==> config.mk <==
export PLATFORM = sky130hd
export DESIGN_NAME = kacl_front
export DESIGN_NICKNAME = d
export VERILOG_FILES = /design/src/rtl/core/kacl_pkg.sv /design/src/rtl/core/kacl_front.sv
export SDC_FILE = /design/constraint.sdc
export NUM_CORES = 1
export LEC_CHECK = 0
export BUFFER_PORTS_ARGS = -buffer_cell sky130_fd_sc_hd__buf_2
export CORE_MARGIN = 5
export CORE_UTILIZATION = 45
export CTS_CLUSTER_DIAMETER = 30
export DETAILED_ROUTE_END_ITERATION = 12
export PLACE_DENSITY_LB_ADDON = 0.05
export SLEW_MARGIN = 25
export SYNTH_ARGS = -nofsm -noshare
export SYNTH_HDL_FRONTEND = slang
export SYNTH_SLANG_ARGS = --single-unit
==> constraint.sdc <==
create_clock -name clk -period 13 [get_ports clk]
set_clock_uncertainty 0.15 [all_clocks]
set_input_delay 1.95 -clock clk [delete_from_list [all_inputs] [get_ports clk]]
set_output_delay 1.95 -clock clk [all_outputs]
set_load 0.02 [all_outputs]
==> src/rtl/core/kacl_pkg.sv <==
`default_nettype none

package kacl_pkg;

    // table geometry
    localparam int TABLE_ENTRIES = 48;
    localparam int KEY_BITS      = 64;
    localparam int IDX_W         = (TABLE_ENTRIES > 1) ? $clog2(TABLE_ENTRIES) : 1;

    // front to back queue
    localparam int QUEUE_DEPTH = 2;
    localparam int QPTR_W      = (QUEUE_DEPTH > 1) ? $clog2(QUEUE_DEPTH) : 1;
    localparam int QCNT_W      = $clog2(QUEUE_DEPTH + 1);

    localparam logic ACTION_RATE = 1'b0;
    localparam logic ACTION_ONCE = 1'b1;

    // classified request as it travels through the queue
    typedef struct packed {
        logic                action;
        logic [KEY_BITS-1:0] key;
        logic [31:0]         now_ms;
        logic [31:0]         min_gap_ms;
        logic                key_empty;
    } item_t;

    // one table record
    typedef struct packed {
        logic [KEY_BITS-1:0] key;
        logic [31:0]         last_time;
        logic [31:0]         suppressed;
        logic                once_done;
    } rec_t;

    // push and full flags between the front part and the queue
    typedef struct packed {
        logic push;
        logic full;
    } q_ctrl_t;

    typedef enum logic [1:0] {
        BACK_IDLE,
        BACK_READ,
        BACK_CHECK,
        BACK_DONE
    } back_state_t;

endpackage

`default_nettype wire

==> src/rtl/core/kacl_front.sv <==
`default_nettype none

module kacl_front (
    input  wire logic                  clk,
    input  wire logic                  rst_n,
    input  wire logic                  in_valid,
    output logic                       in_stall,
    input  wire logic                  action,
    input  wire logic [63:0]           key_tag,
    input  wire logic [31:0]           now_ms,
    input  wire logic [31:0]           min_gap_ms,
    input  wire logic                  q_full,
    output logic                       q_push,
    output kacl_pkg::item_t            push_item
);

    logic            hold_valid_reg;
    kacl_pkg::item_t hold_item_reg;
    kacl_pkg::item_t item_next;
    logic            accept;

    assign in_stall  = hold_valid_reg && q_full;
    assign accept    = in_valid && !in_stall;
    assign q_push    = hold_valid_reg && !q_full;
    assign push_item = hold_item_reg;

    // mask off unused key bits and flag the empty key
    always_comb
    begin
        item_next.action     = action;
        item_next.key        = key_tag[kacl_pkg::KEY_BITS-1:0];
        item_next.now_ms     = now_ms;
        item_next.min_gap_ms = min_gap_ms;
        item_next.key_empty  = (key_tag[kacl_pkg::KEY_BITS-1:0] == '0);
    end

    always_ff @(posedge clk or negedge rst_n)
    begin
        if (!rst_n)
        begin
            hold_valid_reg <= 1'b0;
        end
        else if (accept)
        begin
            hold_valid_reg <= 1'b1;
        end
        else if (q_push)
        begin
            hold_valid_reg <= 1'b0;
        end
    end

    always_ff @(posedge clk)
    begin
        if (accept)
        begin
            hold_item_reg <= item_next;
        end
    end

endmodule

`default_nettype wire

# Word-level counts from Yosys, hierarchy flattened

Cells that the tools add are included.

Flip-flop bits (word level): 131
Logic and storage cells: 15

Muxes and demuxes: 2
Reduce and logical (&&, ||, !) cells: 7

Operators by type and width:

| cell               | count |
|---|---|
| 64-bit logical NOT | 1 |
| 1-bit logical AND  | 3 |
| 1-bit logical NOT  | 2 |
| 1-bit two-way mux  | 2 |
| 2-bit nonzero test | 1 |

# Depth between registers and ports, before layout

Word-level depth: 4
Depth in mapped cells: 3
Depth with buffers taken out: 3

# Least setup slack after synthesis

Ideal clock, no wire load.

Kind: in2reg
Start point: input port q_full
End point: register hold_item_reg, in the netlist push_item[0], enable pin
Library setup time: 0.633 ns
Arrival time: 7.904 ns
Data required time: 12.217 ns
Setup slack: 4.313 ns
Stages on the path: 2
Buffers on the path: 0
Cells stage by stage: and2_1 -> nor2b_1

Word-level cells in the longest chain between the ends: 3

Ends and longest elaborated chain:

| what                 | line             | RTL |
|---|---|---|
| start, declared      | kacl_front.sv:12 | `input wire logic q_full,` |
| 1-bit logical AND    | kacl_front.sv:22 | `assign in_stall = hold_valid_reg && q_full;` |
| 1-bit logical NOT    | kacl_front.sv:23 | `assign accept = in_valid && !in_stall;` |
| 1-bit logical AND    | kacl_front.sv:23 |  |
| via accept           | kacl_front.sv:20 | `logic accept;` |
| end signal, assigned | kacl_front.sv:57 | `hold_item_reg <= item_next;` |
| end, declared        | kacl_front.sv:18 | `kacl_pkg::item_t hold_item_reg;` |

The timed path passes the listed nets, and every way through them passes these cells.
A chain may end at the register's enable or synchronous reset.

# Worst setup path after layout

Start point: input port q_full
End point: output port in_stall

Word-level cells in the longest chain between the ends: 1

Ends and longest elaborated chain:

| what              | line             | RTL |
|---|---|---|
| 1-bit logical AND | kacl_front.sv:22 |  |
| end, declared     | kacl_front.sv:7  | `output logic in_stall,` |

No other way between the ends.

==> impl_metrics.tcl <==
set metrics [dict create \
    status "finished, final reports clean" \
    yosys_warnings 0 \
    grt_antenna_before_repair 0 \
    layout_min_cycle_time_ns 4.52 \
    end_kind "primary output" \
    drt.antenna.violating_nets 0 \
    seq_area_frac_synth_pct 95.9 \
    vias 2674 \
    p_leak_uw 0.00263 \
    maxSlewViolCount 0 \
    cts_made_buffers 17 \
    worstSetupPathType "primary input to primary output" \
    cts_sinks 131 \
    worst_slew_pin_slew_ns 0.988 \
    die_w_um 105 \
    dpl_worst_slack_ns 8.48 \
    synth_top_area_share_pct 95.3 \
    core_sq_um 8810 \
    postCtsResizedCells 0 \
    syn_area_sq_um 4100 \
    path_clk_slew_ns 0.06 \
    grt-ovfl-total 0 \
    multiInputGateArea_sq_um 176 \
    cts_tree "built" \
    r2r_slack_ns 10.35 \
    htree_levels 4 \
    drv_cap 0 \
    vias_per_cell 4.76 \
    nets 574 \
    arrival_ns 2.42 \
    area_growth_pct 51.4 \
    drt-total-wl_mm 10.8 \
    ys_types 8 \
    ir_drop_mv 0.0991 \
    largest_reg_flops 130 \
    final_cell_mix "buf_2 (264), edfxtp_1 (130), clkbuf_16 (16), nor4_1 (15), bufinv_16 (5)" \
    io_buffers 264 \
    fillers 622 \
    met1_usage_pct 19.8 \
    cp_max_fo 3 \
    ys_seq_elements 131 \
    diodes 0 \
    grt-busiest-layer "met2" \
    rr_endpoint "push_item[129]$_DFFE_PP_" \
    setup_tns_ns 0 \
    critPathLaunchType "primary input" \
    max_slew_margin_pct 34.2 \
    grt_util_met2_pct 32.8 \
    hold_viol 0 \
    ios 265 \
    power.density_nw_per_um2 174 \
    fin_ws_ns 8.48 \
    use_met3_pct 9.84 \
    dieArea_sq_um 11100 \
    die_height_um 105 \
    synth_cells 156 \
    final-seq-area_sq_um 3930 \
    grt_start_max_net_pins 81 \
    reg2reg_depth 4 \
    post_cts_buffers 0 \
    routabilityCongestion 0.748 \
    finalInstanceArea_sq_um 6200 \
    period_share_pct 34.8 \
    post-dp-hpwl_mm 8.36 \
    grtUsageTotal_pct 19.1 \
    post_drt_wl_per_cell_um 19.2 \
    postSynthAreaPerCell_sq_um 26.3 \
    cp.required_ns 10.90 \
    critPathLaunch "q_full" \
    synthTopCellsByArea "edfxtp_1 (95%), nor4_1 (2.3%), dfrtp_1 (0.61%), nand4_1 (0.61%), nor4_2 (0.61%)" \
    drc_errors 0 \
    max_freq_mhz 221 \
    cp-endpoint "in_stall" \
    initial_core_util_pct 46.5 \
    rsz0062_at_grt "false" \
    place_area_sq_um 5580 \
    cts_hold_buf 0 \
    grt_pass1_wl_mm 15.5 \
    firstDrtPassIters 4 \
    drive_above_1_share_pct 65.6 \
    clock_latency_ns 0.49 \
    placementRows 34 \
    synth_top_area_cell "edfxtp_1" \
    final_common_cell "buf_2" \
    synth_nets 289 \
    holdWs_ns 0.547 \
    max-clock-path-buffers 2 \
    hold_class "flop to flop" \
    grt_pass1_vias 2793 \
    r2r_start "hold_valid_reg$_DFFE_PN0P_" \
    cts_root_buf "clkbuf_8" \
    drt-initial-drc-count 115 \
    setup_viol 0 \
]
## power breakdown
| group | leakage (uW) | total, uW | switching [uW] | internal [uW] |
|---|---|---|---|---|
| Clock | 0.000306 | 496 | 166 | 330 |
| Sequential | 0.00125 | 498 | 5.11 | 493 |
| Combinational | 0.00107 | 87.0 | 57.2 | 29.8 |
| Total | 0.00263 | 1080 | 228 | 853 |
## cells in the mapped netlist
master,instances
nor4_1,15
and2_1,1
edfxtp_1,130
nor2b_1,2
nand4_1,4
or2_2,1
nor4_2,2
dfrtp_1,1
## worst max-delay path: stages
cell	delay [ns]
buf_2	0.08
and2_1	0.20
buf_2	0.19
## area by class of cell
type / count / share of cell area [%]
Sequential cell: 131 / 63.3
Tap cell: 108 / 2.18
Clock buffer: 18 / 6.74
Timing Repair Buffer: 266 / 21.5
Multi-Input combinational cell: 25 / 2.84
Clock inverter: 14 / 3.39
## logic make-up after synthesis
| logic type | after synthesis | synth area share, % |
|---|---|---|
| simple gates | 25 | 4.12 |
| flops | 131 | 95.9 |
## metal layers
layer  routed length [um]  share of wire [%]  up-vias
li1                     -                  -     1236
met1                 3710                 34     1257
met2                 5630                 52      167
met3                 1260                 12       14
met4                  182                1.7        0
met5                    0                  0        -
## through the flow
step                power, uW  util (%)  cells
global placement          593      63.3    530
global route             1120      70.5    562
CTS                      1090      70.5    562
finish                   1080      70.5    562
detailed placement        595      63.3    530
floorplan                 551         -    156
## how the worst min path moves through the flow
stage	startpoint	end	depth (start not counted)
3_3_place_gp	hold_valid_reg$_DFFE_PN0P_	hold_valid_reg$_DFFE_PN0P_	2
3_5_place_dp	hold_valid_reg$_DFFE_PN0P_	hold_valid_reg$_DFFE_PN0P_	2
4_1_cts	hold_valid_reg$_DFFE_PN0P_	hold_valid_reg$_DFFE_PN0P_	2
2_1_floorplan	hold_valid_reg$_DFFE_PN0P_	hold_valid_reg$_DFFE_PN0P_	2
6_report	hold_valid_reg$_DFFE_PN0P_	hold_valid_reg$_DFFE_PN0P_	2
5_1_grt	hold_valid_reg$_DFFE_PN0P_	hold_valid_reg$_DFFE_PN0P_	2
No activity file was read; power rests on OpenSTA's default activity.
