**src/rtl/core/kacl_pkg.sv**
```systemverilog
`default_nettype none

package kacl_pkg;

    // table geometry
    localparam int TABLE_ENTRIES = 48;
    localparam int KEY_BITS      = 64;
    localparam int IDX_W         = (TABLE_ENTRIES > 1) ? $clog2(TABLE_ENTRIES) : 1;

    // front to back queue
    localparam int QUEUE_DEPTH = 2;
    localparam int QPTR_W      = (QUEUE_DEPTH > 1) ? $clog2(QUEUE_DEPTH) : 1;
    localparam int QCNT_W      = $clog2(QUEUE_DEPTH + 1);

    localparam logic ACTION_RATE = 1'b0;
    localparam logic ACTION_ONCE = 1'b1;

    // classified request as it travels through the queue
    typedef struct packed {
        logic                action;
        logic [KEY_BITS-1:0] key;
        logic [31:0]         now_ms;
        logic [31:0]         min_gap_ms;
        logic                key_empty;
    } item_t;

    // one table record
    typedef struct packed {
        logic [KEY_BITS-1:0] key;
        logic [31:0]         last_time;
        logic [31:0]         suppressed;
        logic                once_done;
    } rec_t;

    // push and full flags between the front part and the queue
    typedef struct packed {
        logic push;
        logic full;
    } q_ctrl_t;

    typedef enum logic [1:0] {
        BACK_IDLE,
        BACK_READ,
        BACK_CHECK,
        BACK_DONE
    } back_state_t;

endpackage

`default_nettype wire

```
**src/rtl/core/kacl_queue.sv**
```systemverilog
`default_nettype none

module kacl_queue (
    input  wire logic                  clk,
    input  wire logic                  rst_n,
    input  wire kacl_pkg::q_ctrl_t     ctrl_in,
    input  wire kacl_pkg::item_t       push_item,
    output logic                       full,
    input  wire logic                  pop,
    output logic                       pop_valid,
    output kacl_pkg::item_t            pop_item
);

    kacl_pkg::item_t                    slots_reg [kacl_pkg::QUEUE_DEPTH];
    logic [kacl_pkg::QPTR_W-1:0]        wr_ptr_reg;
    logic [kacl_pkg::QPTR_W-1:0]        rd_ptr_reg;
    logic [kacl_pkg::QCNT_W-1:0]        count_reg;
    logic                               do_push;
    logic                               do_pop;

    assign full      = (count_reg == kacl_pkg::QCNT_W'(kacl_pkg::QUEUE_DEPTH));
    assign pop_valid = (count_reg != '0);
    assign pop_item  = slots_reg[rd_ptr_reg];
    assign do_push   = ctrl_in.push && !full;
    assign do_pop    = pop && pop_valid;

    function automatic logic [kacl_pkg::QPTR_W-1:0] ptr_inc(
        input logic [kacl_pkg::QPTR_W-1:0] p
    );
        if (p == kacl_pkg::QPTR_W'(kacl_pkg::QUEUE_DEPTH - 1))
        begin
            return '0;
        end
        return p + 1'b1;
    endfunction

    always_ff @(posedge clk or negedge rst_n)
    begin
        if (!rst_n)
        begin
            wr_ptr_reg <= '0;
            rd_ptr_reg <= '0;
            count_reg  <= '0;
        end
        else
        begin
            if (do_push)
            begin
                wr_ptr_reg <= ptr_inc(wr_ptr_reg);
            end
            if (do_pop)
            begin
                rd_ptr_reg <= ptr_inc(rd_ptr_reg);
            end
            if (do_push && !do_pop)
            begin
                count_reg <= count_reg + 1'b1;
            end
            else if (do_pop && !do_push)
            begin
                count_reg <= count_reg - 1'b1;
            end
        end
    end

    always_ff @(posedge clk)
    begin
        if (do_push)
        begin
            slots_reg[wr_ptr_reg] <= push_item;
        end
    end

endmodule

`default_nettype wire

```
**config.mk**
```make
export PLATFORM = sky130hd
export DESIGN_NAME = kacl_queue
export DESIGN_NICKNAME = d
export VERILOG_FILES = /design/src/rtl/core/kacl_pkg.sv /design/src/rtl/core/kacl_queue.sv
export SDC_FILE = /design/constraint.sdc
export NUM_CORES = 1
export LEC_CHECK = 0
export ABC_AREA = 1
export ABC_CLOCK_PERIOD_IN_PS = 7600
export BUFFER_PORTS_ARGS = -buffer_cell sky130_fd_sc_hd__buf_2
export CORE_MARGIN = 2
export CORE_UTILIZATION = 50
export CTS_CLUSTER_SIZE = 28
export DETAILED_ROUTE_END_ITERATION = 10
export PLACE_DENSITY = 0.73
export SLEW_MARGIN = 10
export SYNTH_ARGS = -nofsm -noshare
export SYNTH_HDL_FRONTEND = slang
export SYNTH_SLANG_ARGS = --single-unit
```
**constraint.sdc**
```tcl
create_clock -name clk -period 7.6 [get_ports clk]
set_input_delay 0.38 -clock clk [delete_from_list [all_inputs] [get_ports clk]]
set_output_delay 0.38 -clock clk [all_outputs]
set_load 0.1 [all_outputs]
```
======== After elaboration in Yosys (flattened, before gate mapping) ========
Memories as Yosys holds them, arrays and structs flattened.
Index checks and enable logic that the tools add are counted.
cells by class
  add/sub/neg operators ................... 4
  $mul .................................... 0
  div/mod/pow operators ................... 0
  magnitude comparators ................... 0
  equality and inequality tests ........... 1
  shifts and indexed selects .............. 0
  multiplexer cells ....................... 12
  bitwise operators ....................... 0
  reductions and logical operators ........ 9
operator list
  cell                                              number
  2-to-1 mux 1 bit                                  10
  logical AND 1 bit                                 4
  2-to-1 mux 2 bit                                  2
  nonzero test 2 bit                                2
  logical NOT 1 bit                                 3
  adder 1 bit, second input constant                2
  adder 2 x 1 -> 2 bit, second input constant       1
  == test 2 bit, second input constant              1
  subtractor 2 x 1 -> 2 bit, second input constant  1
storage, ports and cells
  flip-flop bits (word level) ............. 4
  bits in latches ......................... 0
  RAM bits ................................ 260
  bits in read-only memories .............. 0
  input port bits ......................... 135
  output and inout bits ................... 132
  logic and storage cells ................. 30
  memories ................................ 1
memory list
  name       words  width  rd ports  clocked after memory_dff  write ports  RTL line          source
  slots_reg  2      130    1         0                         1            kacl_queue.sv:14  kacl_pkg::item_t slots_reg [kacl_pkg::QUEUE_DEPTH];

======== Longest topological paths before layout ========
Gate-level depths: netlist of run 1.
  depth in word-level cells ............... 7
  gate-level depth with buffers ........... 9
  depth with buffers taken out ............ 9

======== Worst setup path before layout of run 1 ========
Ideal clock, no wire load.
  path type ............................... register -> register
  from .................................... reg count_reg[1] (netlist bit)
  to ...................................... mem slots_reg[1][0] (netlist bit), enable pin
  setup time .............................. 0.621 ns
  data arrival time ....................... 5.959 ns
  data required time ...................... 6.979 ns
  slack ................................... 1.021 ns
  stages on the path, launching flop included .. 4
  path buffers ............................ 0
  path through ............................ dfrtp_1 > inv_1 > o21ai_0 > nor2_1
between the ends
  longest elaborated chain between the ends .. 5
RTL lines
  item                                    RTL line          source
  start: declaration                      kacl_queue.sv:17  logic [kacl_pkg::QCNT_W-1:0] count_reg;
  start signal: assignment                kacl_queue.sv:57  count_reg <= count_reg + 1'b1;
  start signal: assignment                kacl_queue.sv:61  count_reg <= count_reg - 1'b1;
  == test 2 bit                           kacl_queue.sv:21  assign full = (count_reg == kacl_pkg::QCNT_W'(kacl_pkg::QUEUE_DEPTH));
  logical NOT 1 bit                       kacl_queue.sv:24  assign do_push = ctrl_in.push && !full;
  logical AND 1 bit                       kacl_queue.sv:24
  2-to-1 mux 1 bit                        kacl_queue.sv:68  if (do_push)
  2-to-1 mux 1 bit (not written as such)  kacl_queue.sv:70  slots_reg[wr_ptr_reg] <= push_item;
  end: declaration                        kacl_queue.sv:14
No other way between the ends.

==> results_dict.tcl, run 1 <==
set metrics [dict create \
    cts_buffers 26 \
    antenna_left 0 \
    hold_path_end "slots_reg[0][33]" \
    yosys.area.top_type_share_pct 80.4 \
    cp.arrival_ns 3.36 \
    clock_sinks 264 \
    start_util_pct 51.4 \
    period_needed_ns 3.74 \
    status "finished, final reports clean" \
    fp.dieArea_um2 20600 \
    avgSynthCellArea_um2 13.7 \
    first_pass_iters 4 \
    grt_pass1_wl_mm 28.1 \
    wl_per_cell_um 14.9 \
    clkLatencyLatePin_ns 0.51 \
    num_vias 5961 \
    grt_pass1_vias 5993 \
    clk_pin_slew_ns 0.06 \
    rows 50 \
    worstReg2RegStart "count_reg[1]" \
    n_fill_cell 1415 \
    final_cell_mix "nand2_1 (401), buf_2 (265), edfxtp_1 (260)" \
    drt_iter0_markers 276 \
    crit_chain "inv_4, buf_4, nand2_1, nand2_1, buf_2" \
    rr_worst_depth 6 \
    grt.total_usage_pct 17.5 \
    critPathSlowestCell "dfrtp_4" \
    maxCapViolCount 0 \
    yosysSeqAreaShare_pct 81.4 \
    place.gp.congestion 0.712 \
    worst-slew-pin-transition_ns 1.06 \
    cpPeakStageDelay_ns 0.74 \
    wirelength_mm 18.8 \
    vias_per_cell 4.72 \
    setup_viol 0 \
    globalRouteOverflowTotal 0 \
    ys_warn_count 0 \
    io-pin-count 267 \
    dp_hpwl_mm 11.5 \
    syn_nets 847 \
    area_growth_pct 24.1 \
    synth-seq-cells 264 \
    crit_type "flop to output port" \
    finalHoldViolations 0 \
    worst-r2r-setup-slack_ns 4.81 \
    cp-end-kind "output port" \
    min_path_cells 1 \
    synth_cells 711 \
    tns_ns 0 \
    cp_num_buf_inv 3 \
    cts_root_buf "clkbuf_16" \
    min_period_over_period_pct 49.2 \
    grt_antenna_before_repair 5 \
    slew_violations 0 \
    finClkSkew_ns 0.00842 \
    cp_common_cell "nand2_1" \
    final_util_pct 63.8 \
    io_buffers 265 \
    hp-class "primary input to flop" \
    synth_area_leaders "edfxtp_1 (80%), nand2_1 (15%), buf_6 (1.2%)" \
    cp_max_fo 68 \
    drive_gt1_share_pct 31.1 \
    rsz0062_at_grt "false" \
    hold_path_startpoint "push_item[33]" \
    reg2reg_to "slots_reg[0][116]" \
    max_freq_ghz 0.268 \
    die_x_um 143 \
    critPathRequiredTime_ns 7.22 \
    synth_area_um2 9710 \
    grt_max_degree 78 \
    worstSetupStartpointType "flop" \
    largest_register_ffs 260 \
    cts_max_path_buffers 3 \
    cp_top_family "buffers and inverters" \
    cts_tree "built" \
    mostFrequentLayoutCell "nand2_1" \
    h-tree-depth 1 \
    core_area_um2 18900 \
    drc 0 \
    nNetsFinal 1117 \
    dieHeight_um 143 \
    maxSlewHeadroom_pct 29.3 \
    yosys.cell_types.count 14 \
    synth_top_cell_by_area "edfxtp_1" \
]
-- cells in the mapped netlist (all sizes together) --
| library cell | instances |
|---|---|
| nand2 | 401 |
| edfxtp | 260 |
| nand4 | 1 |
| xnor2 | 1 |
| ha | 1 |
| inv | 8 |
| buf | 29 |
| nand3 | 2 |
| nor2 | 3 |
| dfrtp | 4 |
| o21ai | 1 |
-- worst reg2reg max path: cells and delay by family, from the launching register on --
kind          cells  cell delay [ns]
flops             1             0.39
buf+inv           3             1.58
simple gates      3             0.40
-- metal layers --
layer / wire length, um / GRT usage, % / vias to the layer above
met1: 7000 / 19.1 / 2738
li1: - / - / 2943
met2: 9210 / 30.7 / 229
met3: 1940 / 6.43 / 49
met5: 16 / 0 / -
met4: 632 / 7.74 / 2
-- kinds of logic after synthesis --
| group | count (synthesis) | share of synthesized area, % |
|---|---|---|
| fa+ha+maj | 1 | 0.129 |
| flops | 264 | 81.4 |
| compound gates | 1 | 0.0515 |
| buf+inv | 37 | 2.53 |
| simple gates | 407 | 15.8 |
| xor+xnor | 1 | 0.0902 |
-- layout make-up --
type / instances / area (um^2) / share of cell area, %
multi-input cells: 410 / 1570 / 13.0
well taps: 260 / 325 / 2.70
inverters: 8 / 35.0 / 0.291
flip-flops and latches: 264 / 7910 / 65.6
clock buffers: 31 / 691 / 5.73
diodes: 5 / 12.5 / 0.104
repair buffers: 271 / 1370 / 11.4
clock inverters: 13 / 140 / 1.16
-- worst max path at each step --
stage                 start         endpoint  slack (ns)  cells past startpoint
4_1_cts          rd_ptr_reg     pop_item[95]        3.81                      5
6_report         rd_ptr_reg     pop_item[95]        3.86                      5
5_1_grt          rd_ptr_reg    pop_item[104]        3.61                      5
2_1_floorplan  count_reg[1]  slots_reg[1][0]        1.02                      3
3_3_place_gp     rd_ptr_reg      pop_item[0]        4.39                      5
3_5_place_dp     rd_ptr_reg     pop_item[16]        4.36                      5
-- per-stage QoR --
stage	hold WS, ns	cells	cell area [um^2]	worst slack (ns)
after floorplan	0.0844	711	9710	1.02
after global placement	0.191	1212	11200	4.39
after detailed placement	0.194	1212	11200	4.36
after CTS	0.0317	1257	12000	3.81
after global routing	0.0304	1260	12100	3.61
final	0.0545	1262	12100	3.86
-- timing repair --
action                                 CTS  global route
endpoints found under the hold margin    4             0
hold buffers                             1             0
buffers inserted                         0             0
resized for setup                        0             0
Power of run 1 is left out: the tool's default activity adds up to more than one toggle a clock period on the data nets, which glitch-free logic cannot reach.
==> run 2: changes to the inputs <==
Settings changed: ABC_AREA 1 to 0, ABC_CLOCK_PERIOD_IN_PS 7600 to 3400, CORE_UTILIZATION 50 to 47, PLACE_DENSITY 0.73 to 0.71.
Clock period 7.6 ns to 3.4 ns, I/O delays scaled along.
==> run 2 against run 1 <==
  * Largest cell class unchanged
  * Register-to-register slack lost 3.4 ns
  * Critical endpoint is now pop_item[55]
  * Routed wire length grew 9.5%
  * Core utilization grew 2.8 points
  * First-iteration DRC count shrank 20%
  * Sequential cell count is the same
  * Synthesized cell count shrank 40%
==> results_dict.tcl, run 2 <==
set metrics [dict create \
    setup_viol 0 \
    slew_violations 0 \
    cts_tree "built" \
    design_area_um2 13900 \
    rsz0062_at_grt "false" \
    cts_buffers 28 \
    drt_iter0_markers 220 \
    place.gp.congestion 0.775 \
    hold_path_end "wr_ptr_reg" \
    synth_area_leaders "edfxtp_1 (78%), mux2_4 (14%), mux2_2 (4.5%)" \
    ys_warn_count 0 \
    synth-seq-cells 264 \
    synthArstFlopShare_pct 1.52 \
    status "finished, final reports clean" \
    max_freq_ghz 0.362 \
    io-pin-count 267 \
    die_x_um 150 \
    nNetsFinal 984 \
    maxSlewHeadroom_pct 42.0 \
    clock_sinks 264 \
    num_vias 5469 \
    yosysMostFrequentCell "edfxtp_1" \
    syn_nets 560 \
    cts_resized 0 \
    grt_antenna_before_repair 0 \
    grt.total_usage_pct 17.9 \
    grt_pass1_vias 5938 \
    synth_top_cell_by_area "edfxtp_1" \
    worst-slew-pin-transition_ns 0.871 \
    grt_max_degree 68 \
    cp.arrival_ns 2.59 \
    synth_cells 424 \
    worstSetupStartpointType "flop" \
    synth_common_cells "edfxtp_1 (260), mux2_4 (90), mux2_2 (40), buf_6 (10)" \
    start_util_pct 47.7 \
    wirelength_mm 20.6 \
    mostFrequentLayoutCell "buf_2" \
    avgSynthCellArea_um2 23.5 \
    io_buffers 265 \
    core_area_um2 20900 \
    cts_root_buf "clkbuf_16" \
    hp-class "primary input to flop" \
    synth_ff_type "edfxtp_1" \
    period_needed_ns 2.76 \
    drc 0 \
    crit_type "flop to output port" \
    synth_edf_count 260 \
    place_area_um2 11600 \
    final_cell_mix "buf_2 (265), edfxtp_1 (260), dlygate4sd3_1 (133)" \
    first_pass_iters 4 \
    cp-end-kind "output port" \
    synth_area_um2 9950 \
    tns_ns 0 \
    dp_hpwl_mm 12.4 \
    cts_setup_buffers 0 \
    finClkSkew_ns 0.00849 \
    rows 53 \
    min_path_cells 3 \
    setup_slack_ns 0.638 \
    wl_per_cell_um 18.0 \
    vias_per_cell 4.77 \
    cp_max_fo 44 \
    min_period_over_period_pct 81.2 \
    reg2reg_to "slots_reg[0][45]" \
    largest_register_ffs 260 \
    clkLatencyLatePin_ns 0.53 \
    cts_hold_buf 133 \
    hold_path_startpoint "ctrl_in[1]" \
    yosys.area.top_type_share_pct 78.4 \
    yosys.cell_types.count 16 \
    worstReg2RegStart "count_reg[0]" \
    dieHeight_um 150 \
    clk_pin_slew_ns 0.06 \
    area_growth_pct 39.7 \
    yosysSeqAreaShare_pct 79.4 \
    cts_max_path_buffers 3 \
    worst-r2r-setup-slack_ns 1.43 \
    pre_cts_ws_ns 1.18 \
    h-tree-depth 1 \
    globalRouteOverflowTotal 0 \
    maxCapViolCount 0 \
    critPathRequiredTime_ns 3.23 \
    grt_pass1_wl_mm 30.8 \
    finalHoldViolations 0 \
    rr_worst_depth 4 \
    antenna_left 0 \
    fp.dieArea_um2 22400 \
    drive_gt1_share_pct 51.8 \
]
-- run 2: changes by cell type in the layout (fill, tap and decap cells not counted), sizes merged, moves of 2 or more --
cell	delta
buf	+6
bufinv	+2
clkbuf	+3
clkinv	+3
diode	-4
dlygate4sd3	+132
inv	-6
mux2	+130
nand2	-399
nand3	-2
xnor2	+2
xor2	+2
-- run 2: worst max path at each step --
stage / start / endpoint / slack, ns / cells after the start
after floorplan: count_reg[0] / slots_reg[0][0] / 0.40 / 3
after global placement: rd_ptr_reg / pop_item[51] / 1.23 / 3
after detailed placement: rd_ptr_reg / pop_item[70] / 1.18 / 3
after CTS: rd_ptr_reg / pop_item[51] / 0.60 / 3
after global routing: rd_ptr_reg / pop_item[70] / 0.53 / 3
final: rd_ptr_reg / pop_item[55] / 0.64 / 3
-- run 2: per-layer routing --
metal  track usage [%]  share of wire (%)  vias to the layer above
li1                  -                  -                     2530
met1              20.6                 38                     2669
met2              32.5                 51                      237
met3              5.40                8.5                       33
met4              4.33                2.0                        0
met5                 0                  0                        -
-- run 2: final cells by class --
class | count | area, um^2
sequential | 264 | 7910
fill | 1379 | 6980
timing repair buffer | 409 | 2790
multi-input combinational | 143 | 1900
clock buffer | 34 | 723
tap | 275 | 344
clock inverter | 18 | 225
inverter | 2 | 7.51
antenna | 1 | 2.50
-- run 2: logic make-up (layout without fill, tap and decap cells) --
group                      count (synthesis)  in the layout  synth area share [%]
DFF                                      264            264                  79.4
muxes                                    130            130                  18.1
buffers and inverters                     17            463                  1.56
and+or+nand+nor                            7              7                 0.340
xor gates and xnor gates                   5              5                 0.440
adders and majority gates                  1              1                 0.126
other                                      0              1                     0
-- run 2: stage by stage --
step	cells	hold slack, ns	util, %
3_3_place_gp	960	-0.0258	55.7
6_report	1146	0.0391	66.6
4_1_cts	1145	0.0217	66.6
3_5_place_dp	960	-0.0187	55.7
5_1_grt	1145	0.0495	66.6
2_1_floorplan	424	-0.126	-
-- run 2: critical path, stage by stage, from the launching register on --
cell and delay, ns:
dfrtp_4 0.93, buf_4 0.43, mux2_4 0.21, buf_2 0.42
Power of run 2 is left out for the same reason.
